===== config.mk =====
export PLATFORM = sky130hd
export DESIGN_NAME = vfc_geom
export DESIGN_NICKNAME = d
export VERILOG_FILES = /design/src/hdl/vfc_pkg.sv /design/src/hdl/vfc_geom.sv
export SDC_FILE = /design/constraint.sdc
export NUM_CORES = 1
export LEC_CHECK = 0
export ABC_AREA = 1
export BUFFER_PORTS_ARGS = -buffer_cell sky130_fd_sc_hd__clkbuf_2
export CAP_MARGIN = 15
export CORE_ASPECT_RATIO = 0.75
export CORE_MARGIN = 4
export CORE_UTILIZATION = 37
export DETAILED_ROUTE_END_ITERATION = 10
export PLACE_DENSITY_LB_ADDON = 0.2
export SLEW_MARGIN = 5
export SYNTH_ARGS = -nofsm -noshare
export SYNTH_HDL_FRONTEND = slang
export SYNTH_SLANG_ARGS = --single-unit

===== constraint.sdc =====
create_clock -name clk -period 3.7 [get_ports clk]
set_clock_uncertainty 0.1 [all_clocks]
set_input_delay 0.185 -clock clk [delete_from_list [all_inputs] [get_ports clk]]
set_output_delay 0.185 -clock clk [all_outputs]
set_load 0.05 [all_outputs]

===== src/hdl/vfc_pkg.sv =====
package vfc_pkg;

  // Widths of the linear cell index and of the memory address bus.
  localparam int IDX_W   = 17;
  localparam int ADDR_W  = 22;
  localparam int ENTRY_W = 11;

  // Voxel kinds.
  localparam logic [1:0] KIND_AIR  = 2'd0;
  localparam logic [1:0] KIND_CUBE = 2'd1;

  // Face directions.
  localparam logic [2:0] DIR_POS_X = 3'd0;
  localparam logic [2:0] DIR_POS_Y = 3'd1;
  localparam logic [2:0] DIR_NEG_X = 3'd2;
  localparam logic [2:0] DIR_NEG_Y = 3'd3;
  localparam logic [2:0] DIR_POS_Z = 3'd4;
  localparam logic [2:0] DIR_NEG_Z = 3'd5;

  // Texture rows.
  localparam logic [1:0] ROW_TOP    = 2'd0;
  localparam logic [1:0] ROW_SIDE   = 2'd1;
  localparam logic [1:0] ROW_BOTTOM = 2'd2;

  // Operations.
  localparam logic OP_WRITE    = 1'b0;
  localparam logic OP_GENERATE = 1'b1;

  // Configuration register indexes.
  localparam logic [1:0] CFG_SIZE_X      = 2'd0;
  localparam logic [1:0] CFG_SIZE_Y      = 2'd1;
  localparam logic [1:0] CFG_FLOOR_COUNT = 2'd2;

  // Read sequence steps: the center cell, then one step per direction.
  localparam logic [2:0] STEP_CENTER = 3'd0;
  localparam logic [2:0] STEP_LAST   = 3'd6;

  typedef enum logic [2:0] {
    ST_IDLE,
    ST_MUL,
    ST_ADDR,
    ST_READ,
    ST_LAST,
    ST_EMIT
  } state_t;

  typedef struct packed {
    logic               en;
    logic               we;
    logic [ADDR_W-1:0]  addr;
    logic [ENTRY_W-1:0] data;
  } mem_req_t;

  typedef struct packed {
    logic             busy;
    logic [5:0]       sx;
    logic [5:0]       sy;
    logic [4:0]       sz;
    logic [11:0]      sxy;
    logic [IDX_W-1:0] total;
  } geom_t;

  typedef struct packed {
    logic        op;
    logic [13:0] idx;
    logic [1:0]  kind;
    logic [7:0]  tag;
    logic        half;
    logic [4:0]  x;
    logic [4:0]  y;
    logic [3:0]  z;
  } cmd_t;

  typedef struct packed {
    logic [4:0] x;
    logic [4:0] y;
    logic [3:0] z;
    logic [2:0] dir;
    logic [7:0] tag;
    logic       half;
    logic [1:0] row;
    logic       last;
  } face_t;

endpackage


===== src/hdl/vfc_geom.sv =====
module vfc_geom import vfc_pkg::*; #(
  parameter int MAX_X = 32,
  parameter int MAX_Y = 32,
  parameter int MAX_Z = 16
) (
  input  logic       clk,
  input  logic       rst_n,
  input  logic       cfg_we,
  input  logic [1:0] cfg_addr,
  input  logic [5:0] cfg_wdata,
  output geom_t      geom
);

  logic [5:0]       size_x_r;
  logic [5:0]       size_y_r;
  logic [4:0]       floor_r;
  logic [1:0]       settle_r;
  logic [11:0]      sxy_r;
  logic [IDX_W-1:0] total_r;
  logic [5:0]       eff_x;
  logic [5:0]       eff_y;
  logic [4:0]       eff_z;

  // Register writes; settle_r keeps the block busy until the derived products have settled.
  always_ff @(posedge clk) begin
    if (!rst_n) begin
      size_x_r <= 6'd32;
      size_y_r <= 6'd32;
      floor_r  <= 5'd16;
      settle_r <= 2'd2;
    end else begin
      if (cfg_we) begin
        settle_r <= 2'd2;
        unique case (cfg_addr)
          CFG_SIZE_X:      size_x_r <= cfg_wdata;
          CFG_SIZE_Y:      size_y_r <= cfg_wdata;
          CFG_FLOOR_COUNT: floor_r  <= cfg_wdata[4:0];
          default: ;
        endcase
      end else if (settle_r != 2'd0) begin
        settle_r <= settle_r - 2'd1;
      end
    end
  end

  // Extents above the built grid act as the built grid.
  always_comb begin
    eff_x = (32'(size_x_r) > MAX_X) ? 6'(MAX_X) : size_x_r;
    eff_y = (32'(size_y_r) > MAX_Y) ? 6'(MAX_Y) : size_y_r;
    eff_z = (32'(floor_r) > MAX_Z) ? 5'(MAX_Z) : floor_r;
  end

  // Floor area and cell count, one multiplier per stage.
  always_ff @(posedge clk) begin
    sxy_r   <= 12'(eff_x) * 12'(eff_y);
    total_r <= IDX_W'(sxy_r) * IDX_W'(eff_z);
  end

  always_comb begin
    geom.busy  = cfg_we || (settle_r != 2'd0);
    geom.sx    = eff_x;
    geom.sy    = eff_y;
    geom.sz    = eff_z;
    geom.sxy   = sxy_r;
    geom.total = total_r;
  end

endmodule


Yosys cells after proc, flatten, opt, wreduce, memory -nomap -nowiden

Cells that the tools add are included.

Flip-flop bits (word level): 48
Output and inout port bits: 47

$add $sub $neg: 1
$mul: 2
$lt $le $gt $ge: 3
Equality and inequality tests: 2
Multiplexer cells: 3
Bitwise logic cells: 1
Reduce and logical (&&, ||, !) cells: 7

Operators with widths:

| kind                                                 | number |
|---|---|
| multiplier 12 x 5 -> 17 bit                          | 1 |
| > comparator 6 bit (second input constant)           | 2 |
| multiplier 6 x 6 -> 12 bit                           | 1 |
| 2-to-1 mux 6 bit                                     | 2 |
| AND reduction 2 bit                                  | 3 |
| > comparator 5 bit (second input constant)           | 1 |
| 2-to-1 mux 5 bit                                     | 1 |
| equality test 2 x 1 -> 1 bit (second input constant) | 1 |
| equality test 2 bit (second input constant)          | 1 |
| zero test 2 bit                                      | 1 |
| nonzero test 2 bit                                   | 1 |
| OR reduction 2 bit                                   | 1 |
| subtractor 2 x 1 -> 2 bit (second input constant)    | 1 |
| logical OR 1 bit                                     | 1 |
| NOT 1 bit                                            | 1 |

Longest topological paths before layout

Gate-level depths: netlist (run 1).

Word-level depth: 3
Depth in mapped cells: 18
Depth with buffers taken out: 18

Least setup slack after synthesis (run 1)

OpenSTA, ideal clock, no wires.

Path kind: register -> register
Start point: reg size_y_r[5]
End point: reg sxy_r[11]
Library setup time: 0.118 ns
Arrival: 3.950 ns
Required time: 3.482 ns
Path slack: -0.468 ns
Stages on the path, launching flop included: 16
Clock period less this slack: 4.168 ns
Cells stage by stage: dfxtp_1 > buf_4 > nor2_1 > inv_1 > nor2_1 > fa_1 > fa_1 > inv_1 > fa_1 > inv_1 > ha_1 > a21oi_1 > nand2_1 > nand3_1 > nand2_1 > xnor2_1

RTL lines:

| what                   | RTL line       | RTL |
|---|---|---|
| from (decl)            | vfc_geom.sv:15 | `logic [5:0] size_y_r;` |
| from (signal assigned) | vfc_geom.sv:36 | `CFG_SIZE_Y: size_y_r <= cfg_wdata;` |
| to (signal assigned)   | vfc_geom.sv:55 | `sxy_r <= 12'(eff_x) * 12'(eff_y);` |
| to (decl)              | vfc_geom.sv:18 | `logic [11:0] sxy_r;` |

Worst setup path after layout (run 1)

Start point: reg floor_r[4]
End point: reg total_r[14]

Cells in the longest elaborated chain, start to end: 3

Ends and longest elaborated chain:

| what                            | RTL line       | RTL |
|---|---|---|
| from (decl)                     | vfc_geom.sv:16 | `logic [4:0] floor_r;` |
| from (signal assigned)          | vfc_geom.sv:37 | `CFG_FLOOR_COUNT: floor_r <= cfg_wdata[4:0];` |
| > comparator 5 bit              | vfc_geom.sv:50 | `eff_z = (32'(floor_r) > MAX_Z) ? 5'(MAX_Z) : floor_r;` |
| 2-to-1 mux 5 bit (*)            | vfc_geom.sv:50 |  |
| multiplier 12 x 5 -> 17 bit (*) | vfc_geom.sv:56 | `total_r <= IDX_W'(sxy_r) * IDX_W'(eff_z);` |
| to (signal assigned)            | vfc_geom.sv:56 |  |
| to (decl)                       | vfc_geom.sv:19 | `logic [IDX_W-1:0] total_r;` |

Mark *: on every way between the ends. The rest lies on a longest branch, timed or not.
A chain may end at the register's enable or synchronous reset.

==> results.py, run 1 <==
metrics = {
    "outcome": {
        "status": "completed",
    },
    "yosys": {
        "yosys.area.top_type_share_pct": 21.6,
        "yosysSeqAreaShare_pct": 21.6,
        "synth_edf_count": 0,
        "ys_ff_latch": 48,
        "synth_common_cells": "inv_1, nand2_1, nor2_1",
        "syn-instance-count": 603,
        "synth_cell_types": 25,
        "yosys-top-cells-area": "dfxtp_1, fa_1, ha_1",
        "synth_ff_type": "dfxtp_1",
        "ys_async_sr_fraction_pct": 0,
        "yosysWarnings": 0,
        "syn_area_per_cell_um2": 7.37,
        "synth_area_leader_cell": "dfxtp_1",
        "synth_fp_nets": 707,
        "synth_most_common_cell": "inv_1",
        "syn-cell-area_mm2": 0.00444,
    },
    "setup_path": {
        "critPathRequiredTime_ns": 3.79,
        "crit_fanout": 8,
        "critPathBufInv": 4,
        "critPathSlowestCell": "fa_1",
        "worstPathCellList": "buf_12 > nor2_4 > clkinv_4 > nor2_4 > fa_1 > fa_1 > inv_2 > fa_1 > inv_2 > ha_4 > nand2_2 > nor2_1 > nand3_2 > nand4_1 > nand2_1",
        "cp.arrival_ns": 3.67,
        "crit_top_cell": "fa_1",
        "cp-end-kind": "flop",
        "critPathLaunchType": "flop",
        "cp_slowest_stage_delay_ns": 0.54,
        "crit_family": "adder cells",
        "critical_path_class": "flop to flop",
    },
    "timing": {
        "fin_crit_ns": 3.58,
        "rsz0062_at_grt": "true",
        "min_period_over_period_pct": 96.7,
        "tns_ns": 0,
        "slew_headroom_pct": 71.3,
        "hold_viol_final": 0,
        "max_freq_ghz": 0.279,
        "drv_slew": 0,
        "tightest_slew_ns": 0.430,
        "report.final.setup_viol": 0,
    },
    "routing": {
        "routed_wl_um": 10600,
        "dr_total_vias": 3854,
        "drtPass1Iterations": 4,
        "drt_iter0_markers": 229,
        "ant_nets": 0,
        "avgViaCountPerCell": 4.51,
        "drc": 0,
        "wl_per_cell_um": 12.4,
    },
    "clock_network": {
        "cts_tree": "built",
        "holdBufCountCts": 0,
        "cts_max_level": 2,
        "cts_root_buf": "clkbuf_16",
        "clock_latency_ns": 0.29,
        "cts_buffers": 5,
        "cts_num_sinks": 48,
        "cts_max_path_buffers": 2,
        "path_clk_slew_ns": 0.07,
    },
    "power": {
        "power_mw": 1.22,
        "pwr_density_cell_mw_per_mm2": 212,
        "power_leakage_nw": 3.11,
        "peakVddDrop_mv": 0.170,
    },
    "floorplanning": {
        "core_area_mm2": 0.0117,
        "num_rows": 34,
        "io_pins": 58,
        "start_util_pct": 38.1,
        "fp.dieArea_mm2": 0.0138,
        "die_w_um": 135,
        "dieHeight_um": 103,
    },
    "grt": {
        "grt_max_degree": 19,
        "antenna_found_initial": 0,
        "grt_pass1_vias": 3870,
        "grt_usage_pct": 16.1,
        "grt_pass1_wl_um": 17900,
        "overflow": 0,
    },
    "placement": {
        "dp.cells": 834,
        "dp_hpwl_um": 8600,
        "place.gp.congestion": 0.874,
        "io_buffers": 57,
        "place_area_mm2": 0.00510,
    },
    "hold_path": {
        "holdCritPathClass": "input port to flop",
    },
    "finish": {
        "final_area_mm2": 0.00573,
        "n_fill_cell": 1186,
        "multi_input_area_mm2": 0.00328,
        "drive_above_1_share_pct": 27.6,
        "finalNonFillerCells": 854,
        "seq_area_um2": 965,
        "layout.nets": 795,
        "diodes": 0,
        "final_util_pct": 49.1,
        "syn_to_final_growth_pct": 28.9,
    },
    "job": {
        "maxCapViolCount": 0,
    },
}
==> area by class of cell <==
cell class              count  area share (%)
clock buffers               5            2.18
clock inverters             3           0.743
inverters                 146            9.77
multi-input cells         400            57.3
flip-flops and latches     48            16.8
well taps                 162            3.54
repair buffers             90            9.66
==> sequential cells by signal, summed over array words and instances (netlist names) <==
signal,cells
total_r,17
sxy_r,12
size_x_r,6
size_y_r,6
floor_r,5
settle_r,2
==> power breakdown <==
group	leakage (nW)	switching [mW]	internal, mW	total, mW
clock	0.0798	0.209	0.318	0.527
sequential	0.389	0.0116	0.533	0.545
combinational	2.64	0.0984	0.0464	0.145
total	3.11	0.319	0.898	1.22
==> per-layer routing <==
layer	global-route usage [%]	vias up	share of wire [%]
li1	-	1967	-
met1	24.1	1821	52
met2	24.4	59	42
met3	3.22	7	5.1
met4	2.82	0	0.66
met5	0	-	0
==> placed cells by master (no fill, tap or decap), drive strengths merged, types with 4 or more instances in the layout <==
| cell | instances |
|---|---|
| o21ai | 15 |
| nor2 | 87 |
| nand3 | 19 |
| xor2 | 9 |
| nand2 | 135 |
| fa | 47 |
| clkbuf | 62 |
| xnor2 | 4 |
| nand4 | 5 |
| buf | 33 |
| a21oi | 25 |
| dfxtp | 48 |
| inv | 144 |
| ha | 46 |
==> worst min-delay path, delay by kind of cell <==
kind / cells / cell delay (ns)
and+or+nand+nor: 1 / 0.05
buffers and inverters: 1 / 0.10
AOI/OAI and AO/OA: 1 / 0.07
==> logic make-up (layout without fill, tap and decap cells) <==
group	after synthesis	count (layout)	share of synthesized area, %
fa+ha+maj	93	93	34.1
buf+inv	155	244	13.4
xor+xnor	13	13	2.56
compound gates	43	43	5.18
flops	48	48	21.6
simple gates	251	251	23.1
==> through the flow <==
| step | hold slack (ns) | setup WS, ns |
|---|---|---|
| detailed placement | 0.356 | -0.00971 |
| global route | 0.0899 | -0.0680 |
| floorplan | 0.215 | 0.000758 |
| global placement | 0.345 | 0.0347 |
| finish | 0.0516 | 0.120 |
| CTS | 0.0508 | 0.00539 |
==> timing repair <==
item                                    in CTS  in global routing
setup buffers                                0                 13
pin swaps                                    1                 50
endpoints found under the setup margin       2                 17
gates resized for setup                      4                 91
==> path summary, 6_finish.rpt <==
check	from	slack, ns	to	depth (start not counted)
setup / recovery	floor_r[4]	0.12	total_r[14]	15
hold / removal	cfg_wdata[5]	0.05	size_x_r[5]	3
setup reg to reg	floor_r[4]	0.12	total_r[14]	15
hold reg to reg	size_y_r[0]	0.39	size_y_r[0]	2
Power figures use the tool's default switching activity.
==> run 2, diff against run 1 <==
--- a/config.mk
+++ b/config.mk
@@ -17,3 +17,4 @@
 export SYNTH_ARGS = -nofsm -noshare
 export SYNTH_HDL_FRONTEND = slang
 export SYNTH_SLANG_ARGS = --single-unit
+export TNS_END_PERCENT = 20
==> constraint.sdc (replaced) <==
create_clock -name clk -period 3.23 [get_ports clk]
set_clock_uncertainty 0.1 [all_clocks]
set_input_delay 0.1615 -clock clk [delete_from_list [all_inputs] [get_ports clk]]
set_output_delay 0.1615 -clock clk [all_outputs]
set_load 0.05 [all_outputs]
==> results.py, run 2 (synthesis results as in run 1) <==
metrics = {
    "setup_path": {
        "cp.arrival_ns": 3.62,
        "crit_cells": 17,
        "crit_fanout": 4,
        "worstPathCellList": "inv_4 > nor2_4 > buf_6 > nand2_2 > fa_1 > inv_2 > fa_1 > fa_1 > ha_4 > nand2_2 > nand2_1 > inv_2 > nor2_1 > nor2_1 > buf_4 > nand4_1 > nand2_1",
        "cp-end-kind": "flop",
        "critPathLaunchType": "flop",
        "crit_family": "adder cells",
        "critPathRequiredTime_ns": 3.37,
        "critical_path_class": "flop to flop",
        "cp_slowest_stage_delay_ns": 0.61,
        "rr_worst_depth": 17,
        "critPathBufInv": 5,
        "critPathSlowestCell": "fa_1",
        "crit_top_cell": "fa_1",
    },
    "timing": {
        "drv_slew": 0,
        "slew_headroom_pct": 77.1,
        "report.final.setup_viol": 15,
        "layout_setup_ws_ns": -0.246,
        "min_period_over_period_pct": 108,
        "fin_crit_ns": 3.48,
        "max_freq_ghz": 0.288,
        "hold_viol_final": 0,
        "tightest_slew_ns": 0.343,
        "rsz0062_at_grt": "true",
    },
    "clock_network": {
        "cts_root_buf": "clkbuf_16",
        "cts_num_sinks": 48,
        "holdBufCountCts": 0,
        "clock_latency_ns": 0.29,
        "cts_buffers": 5,
        "cts_max_level": 2,
        "path_clk_slew_ns": 0.07,
        "cts_tree": "built",
        "cts_max_path_buffers": 2,
    },
    "finish": {
        "most-common-layout-cells": "inv_1, nand2_1, buf_4",
        "syn_to_final_growth_pct": 44.3,
        "drive_above_1_share_pct": 38.3,
        "layout.nets": 854,
        "diodes": 0,
        "layout_commonest_cell": "inv_1",
        "regMostFlops": "total_r",
        "final_area_mm2": 0.00641,
        "largest_reg_flops": 17,
        "largest_registers": "total_r: 17 flops, sxy_r: 12 flops",
    },
    "grt": {
        "grt_usage_pct": 17.7,
        "antenna_found_initial": 0,
        "grt_pass1_vias": 4329,
        "overflow": 0,
        "grt_pass1_wl_um": 19900,
        "grt_max_degree": 19,
    },
    "power": {
        "power_switching_mw": 0.373,
        "power_frac_clock_pct": 48.4,
        "pwr-share-seq_pct": 39.6,
        "swShare_pct": 23.7,
        "power_leakage_nw": 3.38,
        "peakVddDrop_mv": 0.218,
        "power_frac_comb_pct": 12.0,
        "p_int_mw": 1.20,
        "pwr_density_cell_mw_per_mm2": 245,
    },
    "routing": {
        "dr_total_vias": 4133,
        "drt_iter0_markers": 171,
        "avgViaCountPerCell": 4.53,
        "wl_per_cell_um": 12.3,
        "drc": 0,
        "drtPass1Iterations": 4,
        "ant_nets": 0,
        "routed_wl_um": 11200,
    },
    "placement": {
        "io_buffers": 57,
        "place_area_mm2": 0.00581,
        "dp_slack_ns": -0.364,
        "dp_hpwl_um": 9350,
        "place.gp.congestion": 0.879,
    },
    "floorplanning": {
        "dieHeight_um": 103,
        "start_util_pct": 38.1,
        "core_area_mm2": 0.0117,
        "die_w_um": 135,
        "num_rows": 34,
        "io_pins": 58,
        "fp.dieArea_mm2": 0.0138,
    },
    "hold_path": {
        "holdCritPathClass": "input port to flop",
        "min_path_cells": 3,
    },
    "outcome": {
        "status": "complete, but fails checks",
        "violations": "negative setup slack",
    },
    "job": {
        "maxCapViolCount": 0,
    },
}
==> run 2: cell count changes in the layout (fill, tap and decap cells not counted), sizes merged <==
| cell | delta |
|---|---|
| buf | +59 |
| bufinv | +2 |
| clkinv | -1 |
| clkinvlp | +3 |
| inv | -4 |
==> run 2: worst paths after layout <==
kind | startpoint | to | slack, ns
hold / removal | cfg_wdata[5] | size_x_r[5] | 0.03
hold reg to reg | settle_r[1] | settle_r[1] | 0.38
setup reg to reg | floor_r[2] | total_r[14] | -0.25
setup / recovery | floor_r[2] | total_r[14] | -0.25
==> run 2: repair_timing <==
item,in CTS,in global routing
endpoints found under the setup margin,17,19
resized for setup,63,25
pin swaps,49,34
buffers inserted,9,4
==> run 2: layout make-up <==
cell class,instances,area (um2)
tap,162,203
inverter,146,592
clock buffer,5,125
multi-input combinational,400,3420
fill,1124,5250
timing repair buffer,149,1010
clock inverter,3,90.1
sequential,48,971
==> run 2: worst min-delay path: cells and delay by family <==
kind / cells / cell delay (ns)
AND/OR/NAND/NOR: 1 / 0.06
AO/OA/AOI/OAI: 1 / 0.07
buffers and inverters: 1 / 0.10
==> run 2: metrics by stage <==
step / setup TNS (ns) / utilization [%] / hold slack [ns] / total power [mW] / cells
CTS: -1.68 / 54.2 / 0.0153 / 1.58 / 911
floorplan: -3.56 / - / 0.191 / 0.753 / 603
global placement: -2.96 / 49.9 / 0.323 / 0.812 / 894
detailed placement: -3.74 / 49.9 / 0.322 / 0.816 / 894
finish: -1.84 / 55.0 / 0.0318 / 1.57 / 913
global route: -4.56 / 55.0 / 0.0285 / 1.63 / 913
==> run 2: per-layer routing <==
metal	track usage, %	part of all wire (%)	vias to the layer above
li1	-	-	2082
met5	0	0	-
met1	25.8	51	1962
met4	2.82	0.48	0
met2	28.3	43	81
met3	3.37	5.6	8
==> run 2: power by group through the flow <==
stage | combinational, mW | clock (mW) | sequential [mW]
after floorplan | 0.0986 | 0 | 0.654
after global placement | 0.178 | 0 | 0.635
after detailed placement | 0.180 | 0 | 0.636
after CTS | 0.187 | 0.774 | 0.622
after global routing | 0.208 | 0.802 | 0.625
final | 0.188 | 0.762 | 0.623
==> run 3, diff against run 2 <==
==> constraint.sdc (replaced) <==
create_clock -name clk -period 4.4 [get_ports clk]
set_clock_uncertainty 0.1 [all_clocks]
set_input_delay 0.22 -clock clk [delete_from_list [all_inputs] [get_ports clk]]
set_output_delay 0.22 -clock clk [all_outputs]
set_load 0.05 [all_outputs]
==> results.py, run 3 (synthesis results as in run 1) <==
metrics = {
    "finish": {
        "largest_registers": "total_r: 17 flops, sxy_r: 12 flops",
        "largest_reg_flops": 17,
        "syn_to_final_growth_pct": 15.3,
        "most-common-layout-cells": "inv_1, nand2_1, nor2_1",
        "final_util_pct": 44.0,
        "final_area_mm2": 0.00512,
        "layout.nets": 765,
        "diodes": 0,
        "drive_above_1_share_pct": 11.9,
        "finalNonFillerCells": 824,
        "layout_commonest_cell": "inv_1",
        "regMostFlops": "total_r",
        "n_fill_cell": 1241,
    },
    "routing": {
        "drc": 0,
        "drtPass1Iterations": 4,
        "routed_wl_um": 9760,
        "wl_per_cell_um": 11.8,
        "drt_iter0_markers": 186,
        "ant_nets": 0,
        "dr_total_vias": 3692,
        "avgViaCountPerCell": 4.48,
    },
    "outcome": {
        "status": "completed",
    },
    "floorplanning": {
        "die_w_um": 135,
        "dieHeight_um": 103,
        "start_util_pct": 38.1,
        "io_pins": 58,
        "fp.dieArea_mm2": 0.0138,
        "num_rows": 34,
        "core_area_mm2": 0.0117,
    },
    "power": {
        "power_leakage_nw": 2.91,
        "peakVddDrop_mv": 0.152,
        "power_mw": 1.12,
        "pwr_density_cell_mw_per_mm2": 219,
    },
    "setup_path": {
        "critPathRequiredTime_ns": 4.49,
        "critical_path_class": "flop to flop",
        "cp.arrival_ns": 3.94,
        "cp-end-kind": "flop",
        "critPathLaunchType": "flop",
        "crit_fanout": 9,
    },
    "clock_network": {
        "cts_tree": "built",
        "post_cts_resized": 0,
        "clock_latency_ns": 0.29,
        "path_clk_slew_ns": 0.07,
        "postCtsSetupBuffers": 0,
        "cts_buffers": 5,
        "holdBufCountCts": 0,
        "cts_max_level": 2,
        "cts_num_sinks": 48,
        "cts_max_path_buffers": 2,
        "cts_root_buf": "clkbuf_16",
    },
    "timing": {
        "rsz0062_at_grt": "false",
        "report.final.setup_viol": 0,
        "min_period_over_period_pct": 87.4,
        "drv_slew": 0,
        "slew_headroom_pct": 72.5,
        "tightest_slew_ns": 0.412,
        "hold_viol_final": 0,
        "fin_crit_ns": 3.85,
        "max_freq_ghz": 0.260,
        "tns_ns": 0,
    },
    "placement": {
        "io_buffers": 57,
        "place_area_mm2": 0.00491,
        "dp.cells": 816,
        "dp_hpwl_um": 8400,
        "place.gp.congestion": 0.861,
    },
    "grt": {
        "grt_pass1_wl_um": 17300,
        "antenna_found_initial": 0,
        "overflow": 0,
        "grt_usage_pct": 15.6,
        "grt_pass1_vias": 3613,
        "grt_max_degree": 19,
    },
    "hold_path": {
        "holdCritPathClass": "input port to flop",
    },
    "job": {
        "maxCapViolCount": 0,
    },
}
-- run 3: cell types whose count changed in the layout (fill, tap and decap cells not counted), moves of 18 or more --
cell,change
inv_2,-18
nand2_2,-28
nor2_1,+27
buf_4,-82
inv_1,+26
nand2_1,+37
-- run 3: critical path: stages (launching register included) --
cell and delay, ns:
dfxtp_1 0.42, nor2_4 0.24, inv_2 0.13, nor2_1 0.17
fa_1 0.46, fa_1 0.54, inv_1 0.05, fa_1 0.53
inv_1 0.04, ha_1 0.33, or2_0 0.22, nand3_1 0.09
nand2_1 0.13, nand2_1 0.13, nand2_1 0.06, nand2_1 0.06
nand2_1 0.05
-- run 3: cell type report --
type                    instances  area, um2  share of cell area, %
clock buffers                   5        125                   2.44
clock inverters                 3       90.1                   1.76
inverters                     146        548                   10.7
multi-input cells             400       2890                   56.4
flip-flops and latches         48        961                   18.8
well taps                     162        203                   3.96
repair buffers                 60        308                   6.01
-- run 3: power breakdown --
| group | leakage (nW) | switching [mW] | internal, mW |
|---|---|---|---|
| clock | 0.104 | 0.177 | 0.383 |
| combinational | 2.41 | 0.0733 | 0.0291 |
| sequential | 0.390 | 0.0108 | 0.448 |
| total | 2.91 | 0.261 | 0.861 |
-- run 3: metrics by stage --
stage | hold WS [ns] | setup WS [ns]
2_1_floorplan | 0.250 | 0.232
3_3_place_gp | 0.344 | 0.615
3_5_place_dp | 0.348 | 0.559
4_1_cts | 0.0994 | 0.531
5_1_grt | 0.106 | 0.266
6_report | 0.103 | 0.552
-- run 3: layer usage --
layer / vias up / wire (um) / GRT usage (%)
li1: 1897 / - / -
met1: 1699 / 5210 / 24.2
met2: 89 / 3810 / 22.4
met3: 7 / 670 / 3.22
met4: 0 / 74 / 2.82
met5: - / 0 / 0
-- run 3: path summary, 6_finish.rpt --
check	from	endpoint	slack (ns)	cells past startpoint
worst max-delay path	floor_r[4]	total_r[16]	0.55	16
worst min-delay path	cfg_wdata[5]	size_x_r[5]	0.10	3
worst max register to register	floor_r[4]	total_r[16]	0.55	16
worst min register to register	size_y_r[3]	size_y_r[3]	0.36	2
