--- config.mk ---
export PLATFORM = sky130hd
export DESIGN_NAME = vfc_ctrl
export DESIGN_NICKNAME = d
export VERILOG_FILES = /design/src/hdl/vfc_pkg.sv /design/src/hdl/vfc_ctrl.sv
export SDC_FILE = /design/constraint.sdc
export NUM_CORES = 1
export LEC_CHECK = 0
export CELL_PAD_IN_SITES_DETAIL_PLACEMENT = 0
export CELL_PAD_IN_SITES_GLOBAL_PLACEMENT = 2
export CORE_MARGIN = 5
export CORE_UTILIZATION = 37
export DETAILED_ROUTE_END_ITERATION = 8
export DONT_BUFFER_PORTS = 1
export GPL_TIMING_DRIVEN = 0
export PLACE_DENSITY = 0.75
export SLEW_MARGIN = 10
export SYNTH_ARGS = -nofsm -noshare
export SYNTH_HDL_FRONTEND = slang
export SYNTH_SLANG_ARGS = --single-unit
--- constraint.sdc ---
create_clock -name clk -period 4.78 [get_ports clk]
set_clock_uncertainty 0.1 [all_clocks]
set_input_delay 0.717 -clock clk [delete_from_list [all_inputs] [get_ports clk]]
set_output_delay 0.717 -clock clk [all_outputs]
set_load 0.005 [all_outputs]
--- src/hdl/vfc_pkg.sv ---
package vfc_pkg;

  // Widths of the linear cell index and of the memory address bus.
  localparam int IDX_W   = 17;
  localparam int ADDR_W  = 22;
  localparam int ENTRY_W = 11;

  // Voxel kinds.
  localparam logic [1:0] KIND_AIR  = 2'd0;
  localparam logic [1:0] KIND_CUBE = 2'd1;

  // Face directions.
  localparam logic [2:0] DIR_POS_X = 3'd0;
  localparam logic [2:0] DIR_POS_Y = 3'd1;
  localparam logic [2:0] DIR_NEG_X = 3'd2;
  localparam logic [2:0] DIR_NEG_Y = 3'd3;
  localparam logic [2:0] DIR_POS_Z = 3'd4;
  localparam logic [2:0] DIR_NEG_Z = 3'd5;

  // Texture rows.
  localparam logic [1:0] ROW_TOP    = 2'd0;
  localparam logic [1:0] ROW_SIDE   = 2'd1;
  localparam logic [1:0] ROW_BOTTOM = 2'd2;

  // Operations.
  localparam logic OP_WRITE    = 1'b0;
  localparam logic OP_GENERATE = 1'b1;

  // Configuration register indexes.
  localparam logic [1:0] CFG_SIZE_X      = 2'd0;
  localparam logic [1:0] CFG_SIZE_Y      = 2'd1;
  localparam logic [1:0] CFG_FLOOR_COUNT = 2'd2;

  // Read sequence steps: the center cell, then one step per direction.
  localparam logic [2:0] STEP_CENTER = 3'd0;
  localparam logic [2:0] STEP_LAST   = 3'd6;

  typedef enum logic [2:0] {
    ST_IDLE,
    ST_MUL,
    ST_ADDR,
    ST_READ,
    ST_LAST,
    ST_EMIT
  } state_t;

  typedef struct packed {
    logic               en;
    logic               we;
    logic [ADDR_W-1:0]  addr;
    logic [ENTRY_W-1:0] data;
  } mem_req_t;

  typedef struct packed {
    logic             busy;
    logic [5:0]       sx;
    logic [5:0]       sy;
    logic [4:0]       sz;
    logic [11:0]      sxy;
    logic [IDX_W-1:0] total;
  } geom_t;

  typedef struct packed {
    logic        op;
    logic [13:0] idx;
    logic [1:0]  kind;
    logic [7:0]  tag;
    logic        half;
    logic [4:0]  x;
    logic [4:0]  y;
    logic [3:0]  z;
  } cmd_t;

  typedef struct packed {
    logic [4:0] x;
    logic [4:0] y;
    logic [3:0] z;
    logic [2:0] dir;
    logic [7:0] tag;
    logic       half;
    logic [1:0] row;
    logic       last;
  } face_t;

endpackage

--- src/hdl/vfc_ctrl.sv ---
module vfc_ctrl import vfc_pkg::*; (
  input  logic               clk,
  input  logic               rst_n,
  input  geom_t              geom,
  input  logic               store_busy,
  input  logic               in_tvalid,
  output logic               in_tready,
  input  cmd_t               cmd,
  output mem_req_t           mem_req,
  input  logic [ENTRY_W-1:0] rdata,
  output logic               out_tvalid,
  input  logic               out_tready,
  output face_t              face
);

  state_t           state_r;
  state_t           state_nxt;
  logic [2:0]       step_r;
  logic             pend_valid_r;
  logic [2:0]       pend_step_r;
  logic             pend_inb_r;
  logic [5:0]       mask_r;
  logic [4:0]       x_r;
  logic [4:0]       y_r;
  logic [3:0]       z_r;
  logic [10:0]      prod_y_r;
  logic [15:0]      prod_z_r;
  logic             inb_r;
  logic [IDX_W-1:0] base_r;
  logic [7:0]       tag_r;
  logic             half_r;
  logic             out_valid_r;
  face_t            face_r;

  logic             hs_in;
  logic             wr_ok;
  logic [IDX_W-1:0] nb_addr;
  logic             nb_inb;
  logic             proc_center;
  logic             center_air;
  logic             proc_face;
  logic [2:0]       pend_dir;
  logic             vis;
  logic [5:0]       mask_upd;
  logic             emit_load;
  logic [2:0]       sel;
  logic [5:0]       mask_rem;

  assign hs_in = in_tvalid && in_tready;
  assign wr_ok = (IDX_W'(cmd.idx) < geom.total);

  // Address and bounds of the cell read at the current step.
  always_comb begin
    nb_addr = base_r;
    nb_inb  = 1'b1;
    if (step_r != STEP_CENTER) begin
      unique case (step_r - 3'd1)
        DIR_POS_X: begin
          nb_addr = base_r + IDX_W'(1);
          nb_inb  = ({1'b0, x_r} + 6'd1) < geom.sx;
        end
        DIR_POS_Y: begin
          nb_addr = base_r + IDX_W'(geom.sx);
          nb_inb  = ({1'b0, y_r} + 6'd1) < geom.sy;
        end
        DIR_NEG_X: begin
          nb_addr = base_r - IDX_W'(1);
          nb_inb  = (x_r != 5'd0);
        end
        DIR_NEG_Y: begin
          nb_addr = base_r - IDX_W'(geom.sx);
          nb_inb  = (y_r != 5'd0);
        end
        DIR_POS_Z: begin
          nb_addr = base_r + IDX_W'(geom.sxy);
          nb_inb  = ({1'b0, z_r} + 5'd1) < geom.sz;
        end
        DIR_NEG_Z: begin
          nb_addr = base_r - IDX_W'(geom.sxy);
          nb_inb  = (z_r != 4'd0);
        end
        default: begin
          nb_addr = base_r;
          nb_inb  = 1'b0;
        end
      endcase
    end
  end

  // Evaluate the entry returned by the memory for the previous step.
  always_comb begin
    proc_center = pend_valid_r && (pend_step_r == STEP_CENTER);
    center_air  = proc_center && (rdata[1:0] == KIND_AIR);
    proc_face   = pend_valid_r && (pend_step_r != STEP_CENTER);
    pend_dir    = pend_step_r - 3'd1;
    vis = !pend_inb_r || (rdata[1:0] == KIND_AIR) ||
          ((pend_dir <= DIR_NEG_Y) && !half_r && (rdata[1:0] == KIND_CUBE) && rdata[10]);
    mask_upd = mask_r;
    if (proc_face && vis) begin
      mask_upd[pend_dir] = 1'b1;
    end
  end

  // Lowest pending face goes out first.
  always_comb begin
    sel = DIR_NEG_Z;
    for (int i = 5; i >= 0; i--) begin
      if (mask_r[i]) begin
        sel = 3'(i);
      end
    end
    mask_rem      = mask_r;
    mask_rem[sel] = 1'b0;
  end

  // Next state.
  always_comb begin
    state_nxt = state_r;
    unique case (state_r)
      ST_IDLE: begin
        if (hs_in && (cmd.op == OP_GENERATE)) begin
          state_nxt = ST_MUL;
        end
      end
      ST_MUL:  state_nxt = ST_ADDR;
      ST_ADDR: state_nxt = inb_r ? ST_READ : ST_IDLE;
      ST_READ: begin
        priority if (center_air) begin
          state_nxt = ST_IDLE;
        end else if (step_r == STEP_LAST) begin
          state_nxt = ST_LAST;
        end
      end
      ST_LAST: state_nxt = (mask_upd != 6'd0) ? ST_EMIT : ST_IDLE;
      ST_EMIT: begin
        if (emit_load && (mask_rem == 6'd0)) begin
          state_nxt = ST_IDLE;
        end
      end
      default: state_nxt = ST_IDLE;
    endcase
  end

  // Outputs of the sequencer: input handshake, memory requests, face loads.
  always_comb begin
    in_tready    = (state_r == ST_IDLE) && !store_busy && !geom.busy;
    emit_load    = (state_r == ST_EMIT) && (!out_valid_r || out_tready);
    mem_req.en   = 1'b0;
    mem_req.we   = 1'b0;
    mem_req.addr = ADDR_W'(nb_addr);
    mem_req.data = {cmd.half, cmd.tag, cmd.kind};
    unique case (state_r)
      ST_IDLE: begin
        mem_req.en   = hs_in && (cmd.op == OP_WRITE) && wr_ok;
        mem_req.we   = 1'b1;
        mem_req.addr = ADDR_W'(cmd.idx);
      end
      ST_READ: mem_req.en = nb_inb;
      default: ;
    endcase
  end

  always_ff @(posedge clk) begin
    if (!rst_n) begin
      state_r      <= ST_IDLE;
      pend_valid_r <= 1'b0;
      mask_r       <= '0;
      out_valid_r  <= 1'b0;
    end else begin
      state_r      <= state_nxt;
      pend_valid_r <= (state_r == ST_READ) && !center_air;
      if (state_r == ST_ADDR) begin
        mask_r <= '0;
      end else if (emit_load) begin
        mask_r <= mask_rem;
      end else begin
        mask_r <= mask_upd;
      end
      if (emit_load) begin
        out_valid_r <= 1'b1;
      end else if (out_tready) begin
        out_valid_r <= 1'b0;
      end
    end
  end

  // Datapath registers of the generate sequence.
  always_ff @(posedge clk) begin
    if (hs_in) begin
      x_r <= cmd.x;
      y_r <= cmd.y;
      z_r <= cmd.z;
    end
    if (state_r == ST_MUL) begin
      prod_y_r <= 11'(y_r) * 11'(geom.sx);
      prod_z_r <= 16'(z_r) * 16'(geom.sxy);
      inb_r    <= ({1'b0, x_r} < geom.sx) && ({1'b0, y_r} < geom.sy) &&
                  ({1'b0, z_r} < geom.sz);
    end
    if (state_r == ST_ADDR) begin
      base_r <= IDX_W'(x_r) + IDX_W'(prod_y_r) + IDX_W'(prod_z_r);
      step_r <= STEP_CENTER;
    end else if (state_r == ST_READ) begin
      step_r <= step_r + 3'd1;
    end
    pend_step_r <= step_r;
    pend_inb_r  <= nb_inb;
    if (proc_center) begin
      tag_r  <= rdata[9:2];
      half_r <= rdata[10];
    end
    if (emit_load) begin
      face_r.x    <= x_r;
      face_r.y    <= y_r;
      face_r.z    <= z_r;
      face_r.dir  <= sel;
      face_r.tag  <= tag_r;
      face_r.half <= half_r;
      face_r.row  <= (sel == DIR_POS_Z) ? ROW_TOP :
                     ((sel == DIR_NEG_Z) ? ROW_BOTTOM : ROW_SIDE);
      face_r.last <= (mask_rem == 6'd0);
    end
  end

  assign out_tvalid = out_valid_r;
  assign face       = face_r;

endmodule

; ---- Word-level counts from Yosys, hierarchy flattened
; Index checks and enable logic that the tools add are counted.
[word_totals]
input_bits = 103
wordCells = 144
register_bits = 115
output_inout_bits = 66
[op_classes]
multipliers = 2
addsub = 14
n_lt_le_gt_ge = 12
bitwise = 5
n_eq_ne = 17
n_mux = 27
n_reduce_logical = 43
[op_table]
columns = cell, count
row1 = 17-bit case mux with 6 select lines, 1
row2 = 3-bit two-way mux, 9
row3 = 23-bit two-way mux, 1
row4 = 3-bit == test (second input constant), 7
row5 = 1-bit logical AND, 20
row6 = 3-bit case mux with 6 select lines, 1
row7 = 12-bit by 16-bit adder with 17-bit output, 1
row8 = 17-bit by 1-bit adder with 17-bit output (second input constant), 1
row9 = 17-bit by 12-bit adder with 17-bit output, 1
row10 = 17-bit by 6-bit adder with 17-bit output, 1
row11 = 14-bit by 17-bit less-than comparator with 1-bit output, 1
row12 = 17-bit two-way mux, 1
row13 = 17-bit by 1-bit subtractor with 17-bit output (second input constant), 1
row14 = 17-bit by 12-bit subtractor with 17-bit output, 1
row15 = 17-bit by 6-bit subtractor with 17-bit output, 1
row16 = 4-bit by 12-bit multiplier with 16-bit output, 1
row17 = 5-bit by 1-bit adder with 6-bit output (second input constant), 2
row18 = 5-bit by 11-bit adder with 12-bit output, 1
row19 = 3-bit by 2-bit == test with 1-bit output (second input constant), 4
row20 = 5-bit by 6-bit less-than comparator with 1-bit output, 2
row21 = 6-bit less-than comparator, 2
row22 = 6-bit two-way mux, 2
row23 = 5-bit by 6-bit multiplier with 11-bit output, 1
row24 = 5-bit nonzero test, 2
row25 = 32 further kinds, 55

; ---- Depth between registers and ports, before layout
; Gate-level depths: netlist of the first run.
[depth]
ltp_word = 15
mapped_depth = 19
ltp_nobuf = 18

; ---- Least setup slack after synthesis of the first run
; OpenSTA, ideal clock, no wires.
[synth_path]
kind = input to output
start = input geom[22] in the netlist's numbering
end = output mem_req[27] in the netlist's numbering
cell_stages = 15
arrival_time_ns = 3.818
path_buffers = 1
path_slack_ns = 0.145
cell_sequence = buf_6 > or4_4 > or3_2 > or3_1 > nor2_1 > nor2_1 > nor2_1 > ha_1 > a21o_1 > or3_1 > o22ai_1 > o21ai_0 > xnor2_1 > o211ai_2 > o31ai_2
[synth_lines]
columns = item, line
row1 = from (decl), vfc_ctrl.sv:4  ; input geom_t geom,
row2 = to (decl), vfc_ctrl.sv:9  ; output mem_req_t mem_req,

==> parameters.txt, run 1 <==
Parameter                              Value

Outcome
  Outcome ... finished, final reports clean

Synth
  Share of Yosys cell area claimed by the top area cell type ... 29.4%
  Async SR Flop Fraction ... 0%
  Area of the mapped netlist ... 9910 um^2
  Mean instance size in the synthesized netlist ... 9.40 um^2
  Top cells by area, synth ... sky130_fd_sc_hd__edfxtp_1 (29%), sky130_fd_sc_hd__ha_1 (16%), sky130_fd_sc_hd__fa_1 (7.9%), sky130_fd_sc_hd__nand2_1 (4.2%), sky130_fd_sc_hd__inv_1 (4.0%)
  Synth Flop Type ... sky130_fd_sc_hd__edfxtp_1
  Number of warnings issued by yosys ... 0
  Share of the yosys chip area belonging to registers ... 33.0%
  Mapped Cells ... 1054
  Top cell type by total area after synthesis ... sky130_fd_sc_hd__edfxtp_1
  Simple-gate area share of the yosys netlist ... 16.0%
  Post-synth EDFFs ... 97
  Area share of xor/xnor cells in the synthesized design ... 4.51%
  Post-synthesis compound-gate area fraction ... 15.2%
  #FFs+latches synth ... 115
  Multiplexer share of the synthesized area ... 0.215%
  Number of library cell types mapped by synthesis ... 74
  Largest family of logic cells by synthesized area ... adder cells
  Adder and majority cell fraction of the synthesized area ... 24.1%

Cells and area
  Layout-stage area growth over the synthesis result ... 14.7%
  Proportion of layout cells with a drive suffix above 1 ... 13.2%
  Antenna cells ... 0
  Design area ... 11400 um^2
  Final core utilization ... 42.7%
  Layout Nets ... 1362
  Commonest non-fill, non-tap cells in the layout ... sky130_fd_sc_hd__ha_1 (123), sky130_fd_sc_hd__nand2_1 (108), sky130_fd_sc_hd__inv_1 (103)
  Most common cell after layout, fill and taps aside ... sky130_fd_sc_hd__ha_1

Hold path
  Hold WC Path Type ... flop to flop
  Number of cells traversed by the worst hold path ... 0
  Hold path endpoint ... pend_step_r[2]
  Min-Delay Startpoint ... step_r[2]

Drt
  Total wirelength of the detailed-routed design ... 24.6 mm
  Count of routing violations after the opening detailed-route iteration ... 283
  Ratio of routed vias to standard cells ... 5.07
  Total vias in the final route ... 7333
  Routed wire per std cell ... 17.0 um
  Residual DRC ... 0
  Antenna Violating Nets Remaining ... 0
  First-pass iteration count of the detailed router ... 4

Timing
  Transition time at the pin with the least slew margin ... 1000 ps
  Unrepaired setup endpoints after global routing ... true
  Share of the clock period used by the worst path ... 97.6%
  Remaining max-slew budget at the tightest pin ... 33.1%
  Number of max-slew violations in the final report ... 0
  Final count of hold timing violations ... 0
  Upper clock frequency limit ... 214 MHz
  Final critical-path required period ... 4660 ps
  Final setup viols ... 0

Clock tree
  Register clock-pin slew on the reported worst setup and hold paths ... 60 ps
  Number of buffers between clock root and the deepest sink ... 2
  Clock tree from TritonCTS ... yes
  H-tree levels ... 4
  Clock latency of the later-clocked register in the worst-skew pair ... 420 ps
  Number of clock sinks ... 115
  Root Driver ... sky130_fd_sc_hd__clkbuf_16
  CTS buffer count ... 17
  Number of hold buffers added after CTS ... 0

Placement
  Gpl congestion ... 0.813
  Placed standard-cell area ... 10400 um^2
  Half-perimeter wire length after placement ... 20.1 mm
  Count of buffers from port buffering ... 0

Global routing
  GRT Resource Usage Total ... 16.3%
  Sum of overflow across all layers after global routing ... 0
  Initial antenna violation count ... 0
  Via count of the first global-routing pass ... 7351
  First-pass GRT wire length ... 39.4 mm
  Maximum number of pins on one net before global-route repair ... 33

Power
  Sequential share of power ... 37.5%
  Internal portion of total power ... 2170 uW
  Clock share of power ... 42.1%
  Leakage power figure ... 0.00498 uW
  Maximum vdd ir drop ... 0.000147 V
  Switching power total ... 844 uW
  Power, Total ... 3010 uW
  Power density normalized to cell area ... 265 nW/um^2
  Switching part of the total power ... 28.0%
  Relative contribution of combinational cells to total power ... 20.4%

Die
  Die Width ... 174 um
  Die Outline Area ... 30200 um^2
  Initial cell density of the core ... 37.2%
  Area inside the core boundary ... 26700 um^2
  Io pins ... 169
  Number of placement rows ... 60
  Floorplan die height ... 174 um

Setup path
  Worst reg2reg path depth ... 14
  Startpoint of the worst-slack reg-to-reg timing path ... z_r[1]
  Arrival time of data at the critical path endpoint ... 3850 ps
  Register-to-Register Setup Slack ... 310 ps
  Endpoint of the lowest-slack register-to-register path ... prod_z_r[15]
  Kind of start point of the critical path ... primary input
  Worst-path maximum fanout ... 4
  Critical path capture point type ... output port
  Worst path required time ... 3960 ps
  Category of the critical setup timing path ... primary input to output port

Job
  Number of max-cap violations ... 0
[worst max-delay path, stage by stage]
cell,delay [ps]
sky130_fd_sc_hd__inv_1,170
sky130_fd_sc_hd__ha_2,240
sky130_fd_sc_hd__nor3b_4,290
sky130_fd_sc_hd__nand2b_4,80
sky130_fd_sc_hd__or3_4,340
sky130_fd_sc_hd__nand2_1,70
sky130_fd_sc_hd__nor2_1,40
sky130_fd_sc_hd__a211oi_1,250
sky130_fd_sc_hd__ha_1,320
sky130_fd_sc_hd__a21o_1,240
sky130_fd_sc_hd__or3_4,370
sky130_fd_sc_hd__o22ai_2,220
sky130_fd_sc_hd__o21ai_2,90
sky130_fd_sc_hd__xnor2_2,160
sky130_fd_sc_hd__o211ai_2,150
sky130_fd_sc_hd__o31ai_2,100
[synthesized netlist by cell type (17+ instances only)]
library cell and count:
sky130_fd_sc_hd__edfxtp_1 97, sky130_fd_sc_hd__o21ai_0 63, sky130_fd_sc_hd__xor2_1 17, sky130_fd_sc_hd__a21oi_1 67
sky130_fd_sc_hd__nand2_1 111, sky130_fd_sc_hd__and2_1 26, sky130_fd_sc_hd__a21o_1 18, sky130_fd_sc_hd__clkbuf_1 21
sky130_fd_sc_hd__nor2_1 85, sky130_fd_sc_hd__xnor2_1 34, sky130_fd_sc_hd__dfxtp_1 18, sky130_fd_sc_hd__inv_1 106
sky130_fd_sc_hd__fa_1 39, sky130_fd_sc_hd__ha_1 128, sky130_fd_sc_hd__nand3_1 24
[power by group through the flow]
stage	sequential, uW	combinational [uW]	clock (uW)
finish	1130	614	1270
global route	1130	707	1350
CTS	1130	611	1300
detailed placement	1150	587	0
global placement	1150	581	0
floorplan	1150	466	0
[flip-flops by register name, indices dropped and copies added (netlist names), 5 cells and up]
signal and flops:
base_r 17, face 29, mask_r 6, prod_y_r 11, prod_z_r 16, tag_r 8, x_r 5, y_r 5
[final cells by class]
type                            count  area (um^2)
Clock buffer                       18          429
Sequential cell                   115         3280
Clock inverter                     14          154
Inverter                          106          398
Tap cell                          341          427
Fill cell                        2606        15300
Buffer                             44          309
Timing Repair Buffer               17          135
Multi-Input combinational cell    791         6230
[per-stage QoR]
step | std cells | worst slack, ps | hold slack [ps] | setup TNS (ps)
after CTS | 1441 | -30.1 | 257 | -30.1
final | 1446 | 116 | 253 | 0
after global routing | 1446 | -97.1 | 263 | -246
after floorplan | 1058 | 145 | 226 | 0
after detailed placement | 1403 | -662 | 244 | -3820
after global placement | 1399 | -663 | 239 | -3950
[worst max-delay path by stage]
| stage | startpoint | cells after the start | slack [ps] | to |
|---|---|---|---|---|
| floorplan | geom[22] | 15 | 150 | mem_req[27] |
| global route | geom[17] | 16 | -100 | mem_req[27] |
| detailed placement | step_r[0] | 17 | -660 | mem_req[27] |
| global placement | step_r[0] | 17 | -660 | mem_req[27] |
| finish | geom[17] | 16 | 120 | mem_req[27] |
| CTS | step_r[1] | 17 | -30 | mem_req[27] |
[routing by layer]
metal | routed length (um) | vias to the layer above | track usage (%)
met5 | 0 | - | 0
met4 | 294 | 0 | 3.93
met3 | 1010 | 22 | 3.77
met2 | 11700 | 132 | 27.0
met1 | 11600 | 3444 | 21.7
li1 | - | 3735 | -
[cells by family after synthesis]
family / Yosys count
mux: 2
flops: 115
buf+inv: 152
other cells: 1
xor+xnor: 51
compound gates: 237
fa+ha+maj: 168
simple gates: 328
[repair_timing]
action	CTS	global route
pin swaps	14	12
buffers inserted	8	5
gates resized for setup	51	31
endpoints found under the setup margin	14	11
No activity file was read; power rests on OpenSTA's default activity.
==> run 2: changes to the inputs <==
--- a/config.mk
+++ b/config.mk
@@ -9,10 +9,12 @@
 export CELL_PAD_IN_SITES_GLOBAL_PLACEMENT = 2
 export CORE_MARGIN = 5
 export CORE_UTILIZATION = 37
+export CTS_CLUSTER_DIAMETER = 100
 export DETAILED_ROUTE_END_ITERATION = 8
 export DONT_BUFFER_PORTS = 1
 export GPL_TIMING_DRIVEN = 0
 export PLACE_DENSITY = 0.75
+export RECOVER_POWER = 100
 export SLEW_MARGIN = 10
 export SYNTH_ARGS = -nofsm -noshare
 export SYNTH_HDL_FRONTEND = slang
==> parameters.txt, run 2 (synthesis results as in run 1) <==
Parameter                              Value

Drt
  Total wirelength of the detailed-routed design ... 24.6 mm
  First-pass iteration count of the detailed router ... 4
  Routed wire per std cell ... 17.0 um
  Antenna Violating Nets Remaining ... 0
  Residual DRC ... 0
  Total vias in the final route ... 7319
  Ratio of routed vias to standard cells ... 5.06
  Count of routing violations after the opening detailed-route iteration ... 287

Cells and area
  Register cell area after layout ... 3280 um^2
  Antenna cells ... 0
  Proportion of layout cells with a drive suffix above 1 ... 12.3%
  Max reg flops ... 29
  Fillcell total ... 2615
  Commonest non-fill, non-tap cells in the layout ... sky130_fd_sc_hd__ha_1 (124), sky130_fd_sc_hd__nand2_1 (108), sky130_fd_sc_hd__inv_1 (104)
  Most common cell after layout, fill and taps aside ... sky130_fd_sc_hd__ha_1
  Area taken by multi-input logic gates ... 6200 um^2
  Layout Cells excl Fill ... 1446
  Layout-stage area growth over the synthesis result ... 14.2%
  Layout Nets ... 1362

Die
  Initial cell density of the core ... 37.2%
  Die Width ... 174 um
  Io pins ... 169
  Number of placement rows ... 60
  Area inside the core boundary ... 26700 um^2
  Die Outline Area ... 30200 um^2
  Floorplan die height ... 174 um

Outcome
  Failing checks ... capacitance limit, slew limit
  Outcome ... finished, violations left

Timing
  Min setup slack post-route ... 119 ps
  Final critical-path required period ... 4660 ps
  Upper clock frequency limit ... 215 MHz
  Share of the clock period used by the worst path ... 97.5%
  Unrepaired setup endpoints after global routing ... true
  Final setup viols ... 0
  Final count of hold timing violations ... 0
  Transition time at the pin with the least slew margin ... 1520 ps
  Number of max-slew violations in the final report ... 11
  Remaining max-slew budget at the tightest pin ... -1.59%

Power
  Power, Total ... 3010 uW
  Maximum vdd ir drop ... 0.000147 V
  Leakage power figure ... 0.00493 uW
  Power density normalized to cell area ... 266 nW/um^2

Placement
  Half-perimeter wire length after placement ... 20.1 mm
  Count of buffers from port buffering ... 0
  Setup WS pre-CTS ... -662 ps
  Count of placed standard cells including taps ... 1403
  Gpl congestion ... 0.813

Setup path
  Worst path required time ... 3960 ps
  Arrival time of data at the critical path endpoint ... 3840 ps
  Critical path capture point type ... output port
  Register-to-Register Setup Slack ... 320 ps
  Category of the critical setup timing path ... primary input to output port
  Worst-path maximum fanout ... 4
  Kind of start point of the critical path ... primary input

Clock tree
  Number of buffers between clock root and the deepest sink ... 2
  Clock latency of the later-clocked register in the worst-skew pair ... 420 ps
  Register clock-pin slew on the reported worst setup and hold paths ... 60 ps
  Number of clock sinks ... 115
  CTS buffer count ... 17
  Root Driver ... sky130_fd_sc_hd__clkbuf_16
  H-tree levels ... 4
  Clock tree from TritonCTS ... yes

Global routing
  Sum of overflow across all layers after global routing ... 0
  GRT Resource Usage Total ... 16.3%
  Initial antenna violation count ... 0
  First-pass GRT wire length ... 39.4 mm
  Maximum number of pins on one net before global-route repair ... 33
  Via count of the first global-routing pass ... 7351

Hold path
  Hold WC Path Type ... flop to flop

Job
  Number of max-cap violations ... 1
-- run 2: worst max-delay path, cell delays in order --
cell	delay [ps]
sky130_fd_sc_hd__inv_1	170
sky130_fd_sc_hd__ha_2	240
sky130_fd_sc_hd__nor3b_4	290
sky130_fd_sc_hd__nand2b_4	80
sky130_fd_sc_hd__or3_4	340
sky130_fd_sc_hd__nand2_1	70
sky130_fd_sc_hd__nor2_1	40
sky130_fd_sc_hd__a211oi_1	250
sky130_fd_sc_hd__ha_1	320
sky130_fd_sc_hd__a21o_1	240
sky130_fd_sc_hd__or3_4	370
sky130_fd_sc_hd__o22ai_2	220
sky130_fd_sc_hd__o21ai_2	90
sky130_fd_sc_hd__xnor2_2	160
sky130_fd_sc_hd__o211ai_2	150
sky130_fd_sc_hd__o31ai_2	100
-- run 2: stage by stage --
stage                     hold slack [ps]  utilization (%)  TNS (ps)  area, um^2
after CTS                             257             42.2     -30.1       11200
after detailed placement              244             39.1     -3820       10400
after global routing                  263             42.4      -255       11300
final                                 254             42.4         0       11300
after floorplan                       226                -         0        9920
after global placement                239             38.8     -3950       10300
-- run 2: report_power, final --
part	leakage, uW	switching [uW]	total [uW]	internal [uW]
Clock	0.000280	495	1270	774
Combinational	0.00363	336	611	275
Sequential	0.00103	12.9	1130	1120
-- run 2: path summary, 6_finish.rpt --
path                            startpoint              to  cells past startpoint
worst max register to register      z_r[1]    prod_z_r[15]                     14
worst min register to register   step_r[2]  pend_step_r[2]                      0
worst max-delay path              geom[17]     mem_req[27]                     16
worst min-delay path             step_r[2]  pend_step_r[2]                      0
-- run 2: per-layer routing --
layer | vias up | wire [um] | global-route usage, % | share of wire, %
li1 | 3736 | - | - | -
met1 | 3433 | 11600 | 21.7 | 47
met2 | 129 | 11700 | 27.0 | 47
met3 | 21 | 1030 | 3.77 | 4.2
met4 | 0 | 294 | 3.93 | 1.2
met5 | - | 0 | 0 | 0
-- run 2: timing repair --
item / in CTS / in global routing
pin swaps: 14 / 12
buffers inserted: 8 / 5
resized for setup: 51 / 31
hold buffers: 0 / 0
hold endpoints to repair: 0 / 0
cloned: 0 / 0
endpoints found under the setup margin: 14 / 11
-- run 2: layout make-up --
cell class / instances / share of cell area, %
clock inverters: 14 / 1.36
inverters: 106 / 3.52
clock buffers: 18 / 3.79
well taps: 341 / 3.77
plain buffers: 44 / 2.73
repair buffers: 17 / 0.995
flip-flops and latches: 115 / 29.0
multi-input cells: 791 / 54.8
